File: config.mk
export PLATFORM = sky130hd
export DESIGN_NAME = gcd_mul
export DESIGN_NICKNAME = d
export VERILOG_FILES = /design/src/rtl/gcd_mul.sv
export SDC_FILE = /design/constraint.sdc
export NUM_CORES = 2
export LEC_CHECK = 0
export ABC_CLOCK_PERIOD_IN_PS = 8800
export BUFFER_PORTS_ARGS = -buffer_cell sky130_fd_sc_hd__buf_4
export CORE_ASPECT_RATIO = 1.2
export CORE_MARGIN = 2
export CORE_UTILIZATION = 35
export CTS_CLUSTER_DIAMETER = 100
export DETAILED_ROUTE_END_ITERATION = 16
export GPL_ROUTABILITY_DRIVEN = 0
export PLACE_DENSITY = 0.48
export SETUP_SLACK_MARGIN = 0.2
export SLEW_MARGIN = 25
export SYNTH_ARGS = -nofsm -noshare
export SYNTH_HDL_FRONTEND = slang
export SYNTH_SLANG_ARGS = --single-unit
File: constraint.sdc
create_clock -name clk -period 8.8 [get_ports clk]
set_input_delay 2.2 -clock clk [delete_from_list [all_inputs] [get_ports clk]]
set_output_delay 2.2 -clock clk [all_outputs]
set_load 0.005 [all_outputs]
File: src/rtl/gcd_mul.sv
// Two-stage unsigned multiplier: split partial products, then their sum.
`default_nettype none

module gcd_mul #(
	parameter int WA = 32,
	parameter int WB = 32
) (
	input  logic               clk,
	input  logic               en,
	input  logic [WA-1:0]      a_i,
	input  logic [WB-1:0]      b_i,
	output logic [WA+WB-1:0]   p_o
);

	localparam int LA = WA / 2;
	localparam int HA = WA - LA;
	localparam int LB = WB / 2;
	localparam int HB = WB - LB;
	localparam int PW = WA + WB;

	logic [LA+LB-1:0] pp_ll_s1;
	logic [LA+HB-1:0] pp_lh_s1;
	logic [HA+LB-1:0] pp_hl_s1;
	logic [HA+HB-1:0] pp_hh_s1;
	logic [PW-1:0]    p_s2;

	always_ff @(posedge clk) begin
		if (en) begin
			pp_ll_s1 <= (LA+LB)'(a_i[LA-1:0]) * (LA+LB)'(b_i[LB-1:0]);
			pp_lh_s1 <= (LA+HB)'(a_i[LA-1:0]) * (LA+HB)'(b_i[WB-1:LB]);
			pp_hl_s1 <= (HA+LB)'(a_i[WA-1:LA]) * (HA+LB)'(b_i[LB-1:0]);
			pp_hh_s1 <= (HA+HB)'(a_i[WA-1:LA]) * (HA+HB)'(b_i[WB-1:LB]);
			p_s2     <= PW'(pp_ll_s1) + (PW'(pp_lh_s1) << LB) + (PW'(pp_hl_s1) << LA)
				+ (PW'(pp_hh_s1) << (LA + LB));
		end
	end

	assign p_o = p_s2;

endmodule

`default_nettype wire

==> results.tsv <==
metric	value	unit
global-route total usage across every layer	0.205	
clock sink count	192	
routed wire length	121000	um
chip width	322	um
cell depth of the worst min-delay path	0	
clock transition time at the flip-flop clock pins of the worst setup and hold paths	0.09	ns
average wire length per cell after detail routing	19.8	um
CTS root buf	sky130_fd_sc_hd__clkbuf_16	
number of H-tree branching levels	4	
clock buffers created by TritonCTS	17	
total setup buffers inserted after CTS	0	
Clk Latency, worst-skew pair	0.54	ns
growth of design area from synthesis to finish	8.40	%
initial drt markers	1474	
antenna violations before repair	7	
required time worst endpoint	9.13	ns
Layout Nets	5847	
CP startpoint kind	primary input	
shortest period the worst path allows	8.25	ns
Crit Path Max Fanout	14	
vias in the first global route	33500	
slew at the pin closest to its max-slew limit	0.914	ns
Final setup viols	0	
end of the worst hold path	p_o[9]	
number of synthesized flops with an enable pin	192	
Slew headroom	0.387	
depth of the most critical reg-to-reg path	12	
endpoint class of the critical path	flop	
start of the worst register-to-register path	pp_ll_s1[17]	
post-synthesis cell type count	67	
kind of path behind the tightest hold check	flop to flop	
die span in y	385	um
largest net degree at the start of global routing	121	
FP Rows	139	
drt first pass iters	6	
Hold-fix buffers, CTS	0	
number of nets in the synthesized netlist	5802	
Gate Count Post-Synth	4479	
upper clock frequency limit	0.121	GHz
number of vias in the routed layout	30100	
Data arrival, critical path	8.58	ns
full die area	124000	sq um
core outline area	120000	sq um
number of failing hold endpoints at the final stage	0	
post-detailed-placement half-perimeter wirelength	96200	um
path type of the worst setup path	primary input to flop	
Post-Syn Area	42400	sq um
fraction of the cycle the final worst path needs	0.937	
Finished Core Util	0.383	
most common cell after layout, fill and taps aside	sky130_fd_sc_hd__inv_1	
sequential cell area fraction in the yosys report	0.136	
Hold Path Origin	pp_ll_s1[9]	
Reg2Reg Capture Point	p_o[63]	
PostCTS Resize Cnt	0	
async set-reset flop share out of synthesis	0	
initial core utilization	0.353	
Synth Flop Type	sky130_fd_sc_hd__edfxtp_1	
clock tree from TritonCTS	done	
run status	complete, no violations	
worst-case clock skew	0.0383	ns
I/O pin cnt	130	
mean post-synth cell area	9.46	sq um
synthesis-stage register bit count	192	
detailed-route vias per instance	4.94	
max-slew violation count	0	
share of cells above drive strength 1	0.0606	
wire length of the first global-routing pass	191000	um
FF-to-FF setup slack	4.71	ns
setup repair after global routing missed its margin	false	
synth warn	0	
Port Buffer Count	129	
Post-route DRC	0	
residual antenna-violating net count after detailed routing	0	
residual overflow from global routing	0	
max-capacitance violation count	0	
commonest cells after routing, fill and taps aside	sky130_fd_sc_hd__inv_1, sky130_fd_sc_hd__fa_1, sky130_fd_sc_hd__nand2_1	
largest buffer count on any clock path	2	
[Yosys cell counts (58+ instances only)]
master | number | area [sq um]
sky130_fd_sc_hd__inv_1 | 949 | 3560
sky130_fd_sc_hd__fa_1 | 809 | 16200
sky130_fd_sc_hd__nand2_1 | 627 | 2350
sky130_fd_sc_hd__and2_1 | 481 | 3010
sky130_fd_sc_hd__ha_1 | 448 | 5610
sky130_fd_sc_hd__clkbuf_1 | 196 | 736
sky130_fd_sc_hd__edfxtp_1 | 192 | 5770
sky130_fd_sc_hd__a21oi_1 | 129 | 646
sky130_fd_sc_hd__xnor2_1 | 93 | 815
sky130_fd_sc_hd__nor2_1 | 78 | 293
sky130_fd_sc_hd__a21o_1 | 64 | 480
sky130_fd_sc_hd__o21ai_0 | 60 | 300
sky130_fd_sc_hd__xor2_1 | 58 | 508
[per-layer routing]
| metal | track usage | up-vias | share of wire |
|---|---|---|---|
| li1 | - | 13800 | - |
| met2 | 0.364 | 551 | 0.50 |
| met5 | 0 | - | 0 |
| met4 | 0.0864 | 0 | 0.045 |
| met1 | 0.250 | 15600 | 0.42 |
| met3 | 0.0262 | 157 | 0.038 |
[registers in the layout, indices dropped and copies added (netlist names)]
| name | flops |
|---|---|
| pp_ll_s1 | 32 |
| pp_hl_s1 | 32 |
| p_o | 64 |
| pp_hh_s1 | 32 |
| pp_lh_s1 | 32 |
[through the flow]
stage,cell area [sq um],setup slack [ns],std cells,TNS (ns),hold slack [ns]
3_5_place_dp,45300,-0.187,6056,-0.187,0.405
4_1_cts,45900,0.354,6088,0,0.414
5_1_grt,45900,0.197,6088,0,0.424
2_1_floorplan,42400,0.856,4479,0,0.400
3_3_place_gp,45300,-0.355,6056,-0.825,0.401
6_report,45900,0.553,6091,0,0.417
[worst max path at each step]
| stage | cells after the start | slack [ns] | startpoint | to |
|---|---|---|---|---|
| after floorplan | 21 | 0.86 | a_i[23] | pp_hl_s1[29] |
| after global placement | 21 | -0.35 | a_i[25] | pp_hh_s1[26] |
| after detailed placement | 23 | -0.19 | a_i[23] | pp_hh_s1[26] |
| after CTS | 23 | 0.35 | a_i[23] | pp_hh_s1[26] |
| after global routing | 23 | 0.20 | a_i[22] | pp_hh_s1[26] |
| final | 23 | 0.55 | a_i[22] | pp_hh_s1[26] |
[critical path: stages]
cell	delay, ns
sky130_fd_sc_hd__buf_4	0.25
sky130_fd_sc_hd__buf_4	0.31
sky130_fd_sc_hd__nand2_1	0.11
sky130_fd_sc_hd__fa_1	0.55
sky130_fd_sc_hd__inv_1	0.07
sky130_fd_sc_hd__fa_1	0.51
sky130_fd_sc_hd__inv_1	0.06
sky130_fd_sc_hd__fa_1	0.57
sky130_fd_sc_hd__inv_1	0.07
sky130_fd_sc_hd__fa_1	0.46
sky130_fd_sc_hd__fa_1	0.49
sky130_fd_sc_hd__inv_1	0.05
sky130_fd_sc_hd__fa_1	0.47
sky130_fd_sc_hd__inv_1	0.04
sky130_fd_sc_hd__ha_1	0.35
sky130_fd_sc_hd__nand3_1	0.15
sky130_fd_sc_hd__nor3_2	0.33
sky130_fd_sc_hd__o311ai_2	0.26
sky130_fd_sc_hd__a31oi_1	0.29
sky130_fd_sc_hd__o21ai_0	0.19
sky130_fd_sc_hd__nor2b_1	0.22
sky130_fd_sc_hd__o31ai_1	0.28
sky130_fd_sc_hd__xor2_1	0.26
[cell families (layout without fill, tap and decap cells)]
group	Yosys count	after routing	share of synthesized area
buf+inv	1149	1207	0.102
xor+xnor	151	151	0.0312
flops	192	192	0.136
other cells	0	3	0
fa+ha+maj	1257	1257	0.515
compound gates	402	402	0.0622
simple gates	1327	1327	0.154
mux	1	1	0.000236
[area by class of cell]
type | instances | area (sq um)
well taps | 1551 | 1940
diodes | 3 | 7.51
repair buffers | 226 | 1720
clock inverters | 15 | 201
fillers | 12200 | 73900
inverters | 949 | 3560
multi-input cells | 3138 | 32300
clock buffers | 17 | 425
flip-flops and latches | 192 | 5770
Power is left out: the tool's default activity adds up to more than one toggle a clock period on the data nets, which glitch-free logic cannot reach.
