## src/rtl/gcd_pkg.sv

```systemverilog
// Shared constants, types and elaboration-time table functions for the distance block.
`default_nettype none

package gcd_pkg;

	localparam int CORDIC_STEPS_DEF    = 24;
	localparam int ANGLE_FRAC_BITS_DEF = 28;

	localparam int LAT_W    = 31;
	localparam int LON_W    = 32;
	localparam int DIST_W   = 25;
	localparam int H_W      = 34;   // signed angle in 5e-8 degree units
	localparam int M_W      = 33;   // angle folded into one turn
	localparam int REM_W    = 31;   // remainder below a quarter turn
	localparam int RAD_W    = 33;
	localparam int ONE_W    = 63;   // Q62 values in [0, 1]
	localparam int SQ_W     = 64;
	localparam int SQ_STEPS = 32;
	localparam int SQ_OUT_W = 32;
	localparam int VEC_W    = 35;
	localparam int DIAM_W   = 24;

	localparam logic [63:0] PI_Q62        = 64'hC90F_DAA2_2168_C235;
	localparam logic [63:0] TURN_H        = 64'd7200000000;
	localparam logic [63:0] QUARTER_H     = 64'd1800000000;
	localparam logic [63:0] RAD_PER_H_Q63 = (PI_Q62 + (QUARTER_H >> 1)) / QUARTER_H;
	localparam logic [63:0] ONE_Q62       = 64'd1 << 62;
	localparam logic [63:0] DIAMETER_M    = 64'd12742000;
	localparam logic [DIST_W-1:0] MAX_DIST = 25'd20015087;

	typedef enum logic [1:0] {
		QUAD_I   = 2'd0,
		QUAD_II  = 2'd1,
		QUAD_III = 2'd2,
		QUAD_IV  = 2'd3
	} quad_t;

	// shift-subtract quotient, used only while building constant tables
	function automatic logic [63:0] long_div(input logic [63:0] num, input logic [63:0] den);
		logic [64:0] r;
		logic [63:0] q;
		r = '0;
		q = '0;
		for (int b = 63; b >= 0; b--) begin
			r = {r[63:0], num[b]};
			if (r >= {1'b0, den}) begin
				r = r - {1'b0, den};
				q[b] = 1'b1;
			end
		end
		return q;
	endfunction

	function automatic logic [63:0] mul_shr(input logic [63:0] a, input logic [63:0] b,
		input int s);
		logic [127:0] p;
		p = {64'd0, a} * {64'd0, b};
		p = p + (128'd1 << (s - 1));
		return 64'(p >> s);
	endfunction

	function automatic logic [63:0] q62_to_f(input logic [63:0] v, input int f);
		return (v + (64'd1 << (61 - f))) >> (62 - f);
	endfunction

	function automatic logic [63:0] atan_q62(input int i);
		logic signed [63:0] acc;
		logic [63:0] t;
		int e;
		logic done;
		acc  = '0;
		done = 1'b0;
		if (i == 0) return PI_Q62 >> 2;
		for (int k = 0; k < 32; k++) begin
			e = i * (2 * k + 1);
			if (e > 62) done = 1'b1;
			if (!done) begin
				t = long_div(64'd1 << (62 - e), 64'(2 * k + 1));
				if (k[0]) acc = acc - $signed(t);
				else acc = acc + $signed(t);
			end
		end
		return acc;
	endfunction

	function automatic logic [63:0] atan_f(input int i, input int f);
		return q62_to_f(atan_q62(i), f);
	endfunction

	// inverse CORDIC gain by Newton steps on 1/sqrt(prod)
	function automatic logic [63:0] gain_f(input int n, input int f);
		logic [63:0] p;
		logic [63:0] r;
		logic [63:0] t;
		logic [63:0] u;
		p = 64'd1 << 60;
		r = 64'd2767011611056432742;
		for (int i = 0; i < 32; i++) begin
			if (i < n) p = p + (p >> (2 * i));
		end
		for (int k = 0; k < 6; k++) begin
			t = mul_shr(r, r, 62);
			u = mul_shr(p, t, 60);
			r = mul_shr(r, (ONE_Q62 << 1) + ONE_Q62 - u, 63);
		end
		return q62_to_f(r, f);
	endfunction

endpackage

`default_nettype wire

```

## src/rtl/gcd_cordic_cell.sv

```systemverilog
// One CORDIC micro-rotation, rotation or vectoring mode, registered.
`default_nettype none

module gcd_cordic_cell #(
	parameter int W         = 31,
	parameter int ZW        = 31,
	parameter int F         = 28,
	parameter int STEP      = 0,
	parameter bit VECTORING = 1'b0
) (
	input  logic                 clk,
	input  logic                 en,
	input  logic signed [W-1:0]  x_i,
	input  logic signed [W-1:0]  y_i,
	input  logic signed [ZW-1:0] z_i,
	output logic signed [W-1:0]  x_o,
	output logic signed [W-1:0]  y_o,
	output logic signed [ZW-1:0] z_o
);

	localparam logic signed [ZW-1:0] ATAN = ZW'(gcd_pkg::atan_f(STEP, F));

	logic signed [W-1:0]  xs, ys;
	logic signed [W-1:0]  x_n, y_n;
	logic signed [ZW-1:0] z_n;
	logic                 ccw, cw;
	logic signed [W-1:0]  x_s1, y_s1;
	logic signed [ZW-1:0] z_s1;

	always_comb begin
		xs  = x_i >>> STEP;
		ys  = y_i >>> STEP;
		ccw = VECTORING ? (y_i < 0) : (z_i > 0);
		cw  = VECTORING ? (y_i > 0) : (z_i < 0);
		x_n = x_i;
		y_n = y_i;
		z_n = z_i;
		// zero residual: hold the vector
		if (ccw) begin
			x_n = x_i - ys;
			y_n = y_i + xs;
			z_n = z_i - ATAN;
		end else if (cw) begin
			x_n = x_i + ys;
			y_n = y_i - xs;
			z_n = z_i + ATAN;
		end
	end

	always_ff @(posedge clk) begin
		if (en) begin
			x_s1 <= x_n;
			y_s1 <= y_n;
			z_s1 <= z_n;
		end
	end

	assign x_o = x_s1;
	assign y_o = y_s1;
	assign z_o = z_s1;

endmodule

`default_nettype wire

```

## config.mk

```make
export PLATFORM = sky130hd
export DESIGN_NAME = gcd_cordic_cell
export DESIGN_NICKNAME = d
export VERILOG_FILES = /design/src/rtl/gcd_pkg.sv /design/src/rtl/gcd_cordic_cell.sv
export SDC_FILE = /design/constraint.sdc
export NUM_CORES = 1
export LEC_CHECK = 0
export BUFFER_PORTS_ARGS = -buffer_cell sky130_fd_sc_hd__buf_2
export CAP_MARGIN = 20
export CORE_MARGIN = 2
export CORE_UTILIZATION = 60
export CTS_CLUSTER_DIAMETER = 150
export DETAILED_ROUTE_END_ITERATION = 10
export PLACE_DENSITY = 0.85
export SLEW_MARGIN = 10
export SYNTH_ARGS = -nofsm -noshare
export SYNTH_HDL_FRONTEND = slang
export SYNTH_SLANG_ARGS = --single-unit
```

## constraint.sdc

```tcl
create_clock -name clk -period 7.7 [get_ports clk]
set_input_delay 1.54 -clock clk [delete_from_list [all_inputs] [get_ports clk]]
set_output_delay 1.54 -clock clk [all_outputs]
set_load 0.05 [all_outputs]
```

==> flow_metrics.env <==
export IMPL_run_status="complete, no violations"
export IMPL_cts_resized_gates=0
export IMPL_fin_util_pct=68.18
export IMPL_synth_flop_cell="edfxtp_1"
export IMPL_holdWs_ns=1.415
export IMPL_ys_ff_latch=93
export IMPL_rsz0062_at_grt="false"
export IMPL_via_per_inst=6.422
export IMPL_wl_met2_mm=13.45
export IMPL_criticalPathCategory="in -> reg"
export IMPL_ctsHoldBuffers=0
export IMPL_maxCapViolCount=0
export IMPL_dpl_hpwl_mm=22.49
export IMPL_post_cts_setup_buffers=0
export IMPL_hold_class="in -> reg"
export IMPL_power_density_nw_per_um2=186.1
export IMPL_cts_htree_levels=3
export IMPL_gp_congestion=1.002
export IMPL_ys_seq_area_share_pct=28.09
export IMPL_cts_sinks=93
export IMPL_fmax_ghz=0.2131
export IMPL_power_frac_seq_pct=32.0
export IMPL_p_sw_mw=0.9180
export IMPL_drv_slew=0
export IMPL_syn_inst=1231
export IMPL_critical_path_cell_count=12
export IMPL_highest_layer="met4"
export IMPL_drive_gt1_share_pct=16.86
export IMPL_cts_root_buf="clkbuf_16"
export IMPL_clk_pin_slew_worst_paths_ns=0.08
export IMPL_finalCritPeriodShare_pct=60.95
export IMPL_path_buf_inv=2
export IMPL_antenna_cells=0
export IMPL_critPathLaunch="x_i[1]"
export IMPL_cp_max_fo=4
export IMPL_synth_nets=1429
export IMPL_fin_tns_setup_ns=0
export IMPL_max_slew_worst_pin_slew_ns=1.055
export IMPL_cp_slowest_cell="a41oi_1"
export IMPL_worstSetupEndpointType="flip-flop"
export IMPL_setup_viol=0
export IMPL_numCtsBuffers=9
export IMPL_yosys_warnings=0
export IMPL_design_area_um2=11190
export IMPL_arrival_ns=4.80
export IMPL_start_util_pct=60.60
export IMPL_grt_overflow=0
export IMPL_dieArea_um2=17620
export IMPL_nets=1557
export IMPL_grt_pass1_vias=9211
export IMPL_antenna_found_initial=0
export IMPL_grt_pass1_wl_mm=48.00
export IMPL_synthTopCellsByCount="153 x a21oi_1, 122 x nor2_1, 100 x ha_1, 93 x edfxtp_1, 86 x nand2_1"
export IMPL_yosys_cell_types_count=73
export IMPL_critPathCapture="x_o[25]"
export IMPL_synth_top_area_share_pct=28.09
export IMPL_synth_edf_count=93
export IMPL_wl_per_cell_um=19.11
export IMPL_drc_errors=0
export IMPL_placed_cell_area_um2=10900
export IMPL_slew_headroom_pct=29.55
export IMPL_syn2layout_area_growth_pct=12.52
export IMPL_combPwrFrac_pct=46.2
export IMPL_port_buffers=187
export IMPL_synth_area_per_cell_um2=8.076
export IMPL_swShare_pct=44.09
export IMPL_syn_area_um2=9942
export IMPL_pwr_share_clk_pct=21.7
export IMPL_synth_async_reset_ratio_pct=0
export IMPL_detail_route_iter0_violations=1178
export IMPL_vias=10170
export IMPL_critical_path_max_stage_delay_ns=0.63
export IMPL_die_y_um=132.7
export IMPL_num_rows=47
export IMPL_yosys_area_top_type="edfxtp_1"
export IMPL_dieWidth_um=132.7
export IMPL_wl_met3_mm=3.277
export IMPL_fin_crit_ns=4.693
export IMPL_drtPass1Iterations=5
export IMPL_clockBufferDepth=2
export IMPL_yosys_top_cells_area="edfxtp_1 28%, ha_1 13%, a21oi_1 7.7%, xnor2_1 6.6%, nor2_1 4.6%"
export IMPL_antenna_left=0
export IMPL_crit_path_start_kind="input pin"
export IMPL_wirelength_mm=30.27
export IMPL_leakagePower_nw=4.737
export IMPL_crit_chain="buf_2 > inv_1 > ha_1 > nor2b_1 > o31ai_1 > a2bb2oi_1 > a221oi_1 > o211ai_1 > a41oi_1 > o21ai_0 > xnor2_1 > a21oi_1"
export IMPL_grt_max_degree=72
export IMPL_worstPathRequired_ns=7.81
export IMPL_nFillCells=1413
export IMPL_core_um2=16410
export IMPL_yosysMostFrequentCell="a21oi_1"
export IMPL_drt_met1_wl_mm=12.67
export IMPL_io_pins=188
export IMPL_power_internal_mw=1.164
export IMPL_hold_viol=0
export IMPL_cts_tree="built"
export IMPL_ir_worst_vdd_mv=0.1148
export IMPL_cpLargestDelayFamily="compound AO/OA/AOI/OAI gates"
export IMPL_groute_usage_overall_pct=33.85
-- stage by stage --
step	worst slack, ns	instances	power, mW
6_report	3.007	1584	2.082
5_1_grt	2.856	1584	2.182
3_5_place_dp	2.732	1568	1.621
4_1_cts	3.126	1584	2.074
3_3_place_gp	2.813	1568	1.608
2_1_floorplan	3.391	1231	1.383
-- flip-flops by register name (all words and copies together), names as in the netlist --
name,count
x_o,31
y_o,31
z_o,31
-- power groups by stage --
stage                     clock [mW]  combinational (mW)  sequential, mW
final                          0.453               0.962           0.667
after global routing           0.481                1.03           0.673
after CTS                      0.458               0.947           0.668
after detailed placement           0               0.941           0.679
after global placement             0               0.930           0.678
after floorplan                    0               0.457           0.926
-- worst min path at each step --
stage / cells past startpoint / startpoint / end / slack [ns]
global placement: 1 / z_i[0] / z_o[0] / 1.77
global route: 1 / z_i[0] / z_o[0] / 1.40
CTS: 1 / z_i[0] / z_o[0] / 1.42
floorplan: 0 / z_i[0] / z_o[0] / 1.64
detailed placement: 1 / z_i[0] / z_o[0] / 1.78
finish: 1 / z_i[0] / z_o[0] / 1.42
-- cells by family (layout without fill, tap and decap cells) --
kind of cell	Yosys count	in the layout	share of synthesized area, %
and+or+nand+nor	344	344	16.20
buffers and inverters	167	300	6.469
muxes	6	6	0.6670
DFF	93	93	28.09
adders and majority gates	103	103	13.19
AOI/OAI and AO/OA	430	430	27.64
xor gates and xnor gates	88	88	7.752
-- layout by cell type (no fill, tap or decap), drive strengths merged, types with 26 or more instances in the layout --
master,count
buf,192
a21oi,154
nor2,123
ha,100
edfxtp,93
inv,91
nand2,86
o21ai,76
xnor2,75
nor3,30
a211oi,26
-- layer usage --
layer / global-route usage (%) / vias up
li1: - / 4739
met1: 47.97 / 4700
met2: 52.85 / 659
met3: 5.747 / 75
met4: 10.93 / 0
met5: 0 / -
-- cell type report --
| type | count | area [µm²] | share of cell area, % |
|---|---|---|---|
| well taps | 220 | 275.3 | 2.461 |
| repair buffers | 192 | 978.4 | 8.746 |
| clock buffers | 9 | 225.2 | 2.013 |
| multi-input cells | 971 | 6511 | 58.20 |
| inverters | 92 | 345.3 | 3.087 |
| flip-flops and latches | 93 | 2793 | 24.96 |
| clock inverters | 7 | 58.81 | 0.5257 |
(Power assumes the default switching activity.)
