### src/rtl/gcd_pkg.sv
// Shared constants, types and elaboration-time table functions for the distance block.
`default_nettype none

package gcd_pkg;

	localparam int CORDIC_STEPS_DEF    = 24;
	localparam int ANGLE_FRAC_BITS_DEF = 28;

	localparam int LAT_W    = 31;
	localparam int LON_W    = 32;
	localparam int DIST_W   = 25;
	localparam int H_W      = 34;   // signed angle in 5e-8 degree units
	localparam int M_W      = 33;   // angle folded into one turn
	localparam int REM_W    = 31;   // remainder below a quarter turn
	localparam int RAD_W    = 33;
	localparam int ONE_W    = 63;   // Q62 values in [0, 1]
	localparam int SQ_W     = 64;
	localparam int SQ_STEPS = 32;
	localparam int SQ_OUT_W = 32;
	localparam int VEC_W    = 35;
	localparam int DIAM_W   = 24;

	localparam logic [63:0] PI_Q62        = 64'hC90F_DAA2_2168_C235;
	localparam logic [63:0] TURN_H        = 64'd7200000000;
	localparam logic [63:0] QUARTER_H     = 64'd1800000000;
	localparam logic [63:0] RAD_PER_H_Q63 = (PI_Q62 + (QUARTER_H >> 1)) / QUARTER_H;
	localparam logic [63:0] ONE_Q62       = 64'd1 << 62;
	localparam logic [63:0] DIAMETER_M    = 64'd12742000;
	localparam logic [DIST_W-1:0] MAX_DIST = 25'd20015087;

	typedef enum logic [1:0] {
		QUAD_I   = 2'd0,
		QUAD_II  = 2'd1,
		QUAD_III = 2'd2,
		QUAD_IV  = 2'd3
	} quad_t;

	// shift-subtract quotient, used only while building constant tables
	function automatic logic [63:0] long_div(input logic [63:0] num, input logic [63:0] den);
		logic [64:0] r;
		logic [63:0] q;
		r = '0;
		q = '0;
		for (int b = 63; b >= 0; b--) begin
			r = {r[63:0], num[b]};
			if (r >= {1'b0, den}) begin
				r = r - {1'b0, den};
				q[b] = 1'b1;
			end
		end
		return q;
	endfunction

	function automatic logic [63:0] mul_shr(input logic [63:0] a, input logic [63:0] b,
		input int s);
		logic [127:0] p;
		p = {64'd0, a} * {64'd0, b};
		p = p + (128'd1 << (s - 1));
		return 64'(p >> s);
	endfunction

	function automatic logic [63:0] q62_to_f(input logic [63:0] v, input int f);
		return (v + (64'd1 << (61 - f))) >> (62 - f);
	endfunction

	function automatic logic [63:0] atan_q62(input int i);
		logic signed [63:0] acc;
		logic [63:0] t;
		int e;
		logic done;
		acc  = '0;
		done = 1'b0;
		if (i == 0) return PI_Q62 >> 2;
		for (int k = 0; k < 32; k++) begin
			e = i * (2 * k + 1);
			if (e > 62) done = 1'b1;
			if (!done) begin
				t = long_div(64'd1 << (62 - e), 64'(2 * k + 1));
				if (k[0]) acc = acc - $signed(t);
				else acc = acc + $signed(t);
			end
		end
		return acc;
	endfunction

	function automatic logic [63:0] atan_f(input int i, input int f);
		return q62_to_f(atan_q62(i), f);
	endfunction

	// inverse CORDIC gain by Newton steps on 1/sqrt(prod)
	function automatic logic [63:0] gain_f(input int n, input int f);
		logic [63:0] p;
		logic [63:0] r;
		logic [63:0] t;
		logic [63:0] u;
		p = 64'd1 << 60;
		r = 64'd2767011611056432742;
		for (int i = 0; i < 32; i++) begin
			if (i < n) p = p + (p >> (2 * i));
		end
		for (int k = 0; k < 6; k++) begin
			t = mul_shr(r, r, 62);
			u = mul_shr(p, t, 60);
			r = mul_shr(r, (ONE_Q62 << 1) + ONE_Q62 - u, 63);
		end
		return q62_to_f(r, f);
	endfunction

endpackage

`default_nettype wire

### src/rtl/gcd_sqrt_cell.sv
// One digit of the bitwise integer square root, registered.
`default_nettype none

module gcd_sqrt_cell #(
	parameter int K = 0
) (
	input  logic                        clk,
	input  logic                        en,
	input  logic [gcd_pkg::SQ_W-1:0]    v_i,
	input  logic [gcd_pkg::SQ_W-1:0]    r_i,
	output logic [gcd_pkg::SQ_W-1:0]    v_o,
	output logic [gcd_pkg::SQ_W-1:0]    r_o
);

	localparam logic [gcd_pkg::SQ_W-1:0] BIT = gcd_pkg::SQ_W'(1) << (62 - 2 * K);

	logic [gcd_pkg::SQ_W-1:0] trial, v_n, r_n;
	logic [gcd_pkg::SQ_W-1:0] v_s1, r_s1;

	always_comb begin
		trial = r_i + BIT;
		if (v_i >= trial) begin
			v_n = v_i - trial;
			r_n = (r_i >> 1) + BIT;
		end else begin
			v_n = v_i;
			r_n = r_i >> 1;
		end
	end

	always_ff @(posedge clk) begin
		if (en) begin
			v_s1 <= v_n;
			r_s1 <= r_n;
		end
	end

	assign v_o = v_s1;
	assign r_o = r_s1;

endmodule

`default_nettype wire
### config.mk
export PLATFORM = sky130hd
export DESIGN_NAME = gcd_sqrt_cell
export DESIGN_NICKNAME = d
export VERILOG_FILES = /design/src/rtl/gcd_pkg.sv /design/src/rtl/gcd_sqrt_cell.sv
export SDC_FILE = /design/constraint.sdc
export NUM_CORES = 1
export LEC_CHECK = 0
export ABC_AREA = 1
export BUFFER_PORTS_ARGS = -buffer_cell sky130_fd_sc_hd__buf_4
export CAP_MARGIN = 20
export CORE_MARGIN = 2
export CORE_UTILIZATION = 40
export CTS_BUF_LIST = sky130_fd_sc_hd__clkbuf_2 sky130_fd_sc_hd__clkbuf_4 sky130_fd_sc_hd__clkbuf_8
export CTS_CLUSTER_DIAMETER = 100
export DETAILED_ROUTE_END_ITERATION = 6
export PLACE_DENSITY_LB_ADDON = 0.05
export REMOVE_ABC_BUFFERS = 1
export SLEW_MARGIN = 20
export SYNTH_ARGS = -nofsm -noshare
export SYNTH_HDL_FRONTEND = slang
export SYNTH_SLANG_ARGS = --single-unit
### constraint.sdc
create_clock -name clk -period 3.01 [get_ports clk]
set_clock_uncertainty 0.05 [all_clocks]
set_input_delay 0.301 -clock clk [delete_from_list [all_inputs] [get_ports clk]]
set_output_delay 0.301 -clock clk [all_outputs]
set_load 0.02 [all_outputs]
==> impl_summary.log <==
INFO  metric max-clock-path-buffers = 2
INFO  metric clkSlewWorstSetupHoldPaths = about 90 ps
INFO  metric count_of_flip_flops_with_a_built_in_enable_after_synthesis = 128
INFO  metric wl = 39.2 mm
INFO  metric worst-path-stages = 17
INFO  metric final.setup.tns = 0 ps
INFO  metric post-synth-top-count-cell = nand2_1
INFO  metric timing.final.max_slew_violations = 0
INFO  metric dr.pass1.iters = 5
INFO  metric synth_xor_area_share = ~2.6%
INFO  metric run_status = completed
INFO  metric detail_route.wl_per_cell = between 15 and 20 um
INFO  metric crit_path_max_incr_delay = between 500 and 600 ps
INFO  metric vert_die_dim = around 170 um
INFO  metric min-delay-path-class = in -> reg
INFO  metric cell_with_the_biggest_individual_delay_on_the_critical_path = dlygate4sd3_1
INFO  metric drt_iter0_drc = 834
INFO  metric path_common_cell = nand2_1
INFO  metric power_density = 430 nW/um^2
INFO  metric synth.area.top_cells = edfxtp_1, nand2_1, inv_1
INFO  metric critical_path_required = approximately 3200 ps
INFO  metric synth_cell_type_count = 29
INFO  metric cts_made_buffers = 17
INFO  metric globalRouteOverflowTotal = 0
INFO  metric maxcap_violations = 0
INFO  metric detailed_place_hpwl = 32.6 mm
INFO  metric leakagePower = around 0.0082 uW
INFO  metric combinational_family_with_the_most_area_after_synthesis = simple AND/OR/NAND/NOR gates
INFO  metric yosys_warnings = 0
INFO  metric synth_compound_area_share = 2.41%
INFO  metric ctsHtreeMaxLevel = 4
INFO  metric die_w = 170 um
INFO  metric setup.worst_path.end_class = flip-flop
INFO  metric globalplace.congestion = 0.936
INFO  metric syn_inst = 1712
INFO  metric tritoncts_clock_tree = done
INFO  metric numPortBuffers = 257
INFO  metric worst_slew_pin_slew = 485 ps
INFO  metric arrival_time_of_the_worst_setup_path = 2990 ps
INFO  metric globalRouteTotalUtil = 27.4%
INFO  metric worst_slew_margin_rel = between 60% and 70%
INFO  metric setup_violations = 0
INFO  metric clock_tree.root_cell = clkbuf_8
INFO  metric post_synthesis_instance_area = 11000 um^2
INFO  metric num_antenna_cells = 0
INFO  metric postSynthAreaPerCell = 6.40 um^2
INFO  metric grt_antenna_before_repair = 0
INFO  metric antenna_violating_nets_post_route = 0
INFO  metric worstHoldPathCells = 3
INFO  metric ys_seq_elements = 128
INFO  metric rsz_0062_raised_after_global_routing = no
INFO  metric cpLargestDelayFamily = simple AND/OR/NAND/NOR gates
INFO  metric hold_path.startpoint = v_i[59]
INFO  metric cp.buffers_inverters = 4
INFO  metric post-route-min-period = 2800 ps
INFO  metric critical_path.startpoint_type = input pin
INFO  metric core.rowCount = 60
INFO  metric final.hold.worst_slack = approximately 60 ps
INFO  metric synthSimpleGateAreaFrac = 37.6%
INFO  metric fp.dieArea = 28700 um^2
INFO  metric synth.yosys.seq_area_share = 35.1%
INFO  metric min_to = v_o[59]$_DFFE_PP_
INFO  metric clock.fmax = 357 MHz
INFO  metric worst-path-max-fanout = 6
INFO  metric crit_type = in -> reg
INFO  metric netlist_top_cells_count = nand2_1, inv_1, edfxtp_1
INFO  metric post-route-period-util = between 90% and 100%
INFO  metric worstPathCellList = dlygate4sd3_1 -> buf_4 -> inv_1 -> ha_1 -> nand2_1 -> nand2_1 -> inv_1 -> nand2_1 -> nand2_1 -> nand2_1 -> nand2_1 -> nand3_1 -> nand2_1 -> nand3_1 -> nand2_1 -> nand3_1 -> nand2_1
INFO  metric vias_in_the_first_global_route = approximately 11000
INFO  metric via_per_inst = ~4.7
INFO  metric cts_setup_buffers = 0
INFO  metric drt_drc_violations_left = 0
INFO  metric report.final.hold_viol_count = 0
INFO  metric top_level_port_count = around 260
INFO  metric post_synth_top_area_cell = edfxtp_1
INFO  metric grt_first_pass_wirelength = 59.4 mm
INFO  metric asyncSetResetFlopFracSynth = 0%
INFO  metric synth-adder-area-share = around 7.5%
INFO  metric clock-sinks = 128
INFO  metric vdd.ir_drop.worst = between 200 and 300 uV
INFO  metric detailroute.via_count = 11200
INFO  metric finish.net_count = 2245
INFO  metric floorplan.initialDensity = 40.7%
INFO  metric top_area_cell_type_share_of_the_netlist_area = 35.1%
INFO  metric post_synth_mux_area_share = 0%
INFO  metric synth-main-ff-cell = edfxtp_1
INFO  metric syn2layout_area_growth = 30.9%
INFO  metric grt_start_max_net_pins = 69
INFO  metric core-area = ~27000 um^2
INFO  metric final_layout_size_suffix_gt1_share = 16.4%
-- per-stage QoR --
stage                     worst slack (ps)  util [%]  total power, uW  cells  cell area [um^2]
after global routing                  3.42      53.2             6520   2404             14300
after global placement                 177      49.6             4670   2310             13400
after floorplan                        179         -             3690   1699             10900
after detailed placement               123      49.6             4690   2310             13400
after CTS                              154      53.2             6190   2404             14300
final                                  208      53.2             6170   2404             14300
-- flip-flops by register name, indices dropped and copies added, names as in the netlist --
register and flops:
v_o 64, r_o 64
-- cells in the final DEF, fill, tap and decap left out, drive strengths merged --
| cell type | instances |
|---|---|
| a21oi | 44 |
| xnor2 | 2 |
| nand2 | 770 |
| nor4 | 3 |
| xor2 | 30 |
| dlygate4sd3 | 62 |
| edfxtp | 128 |
| clkinvlp | 3 |
| nor3 | 10 |
| inv | 411 |
| nand3 | 90 |
| buf | 270 |
| and2 | 2 |
| fa | 1 |
| ha | 64 |
| o21ai | 8 |
| clkbuf | 18 |
| nand4 | 20 |
| and3 | 1 |
| nor2 | 119 |
| clkinv | 7 |
-- where the power goes --
part           total (uW)  internal [uW]  switching (uW)
clock network        1440            588             854
registers            2300           2230            67.8
logic                2420            901            1520
total                6170           3720            2440
-- kinds of logic (layout without fill, tap and decap cells) --
family / Yosys count / after routing
fa+ha+maj: 65 / 65
buf+inv: 420 / 771
xor+xnor: 32 / 32
simple gates: 1015 / 1015
flops: 128 / 128
compound gates: 52 / 52
-- per-layer routing --
layer  part of all wire (%)  GRT usage [%]  vias up
met5                      0              0        -
met3                    6.7           4.97       33
met4                    1.6           6.39        0
li1                       -              -     5828
met2                     44           44.2      378
met1                     47           38.4     4978
-- cell type report --
cell class / instances / area [um^2]
clock buffers: 18 / 241
well taps: 341 / 427
multi-input cells: 1164 / 5490
inverters: 407 / 1530
fillers: 2806 / 12600
repair buffers: 332 / 2710
flip-flops and latches: 128 / 3840
clock inverters: 14 / 108
-- tightest hold or removal path, delay by kind of cell --
family / cells / cell delay, ps
simple gates: 2 / 90
buf+inv: 1 / 90
-- how the worst max path moves through the flow --
| stage | end | from |
|---|---|---|
| after floorplan | v_o[57]$_DFFE_PP_ | v_i[0] |
| after detailed placement | v_o[56]$_DFFE_PP_ | v_i[0] |
| after CTS | v_o[36]$_DFFE_PP_ | r_i[31] |
| after global placement | v_o[62]$_DFFE_PP_ | v_i[0] |
| final | v_o[53]$_DFFE_PP_ | r_i[2] |
| after global routing | v_o[63]$_DFFE_PP_ | r_i[2] |
-- what timing repair did --
action                                  CTS  global route
resized for setup                         0             2
hold buffers                             62             0
endpoints found under the hold margin    62             0
endpoints found under the setup margin    0             2
Note: power is estimated with default switching activity, not from simulation.
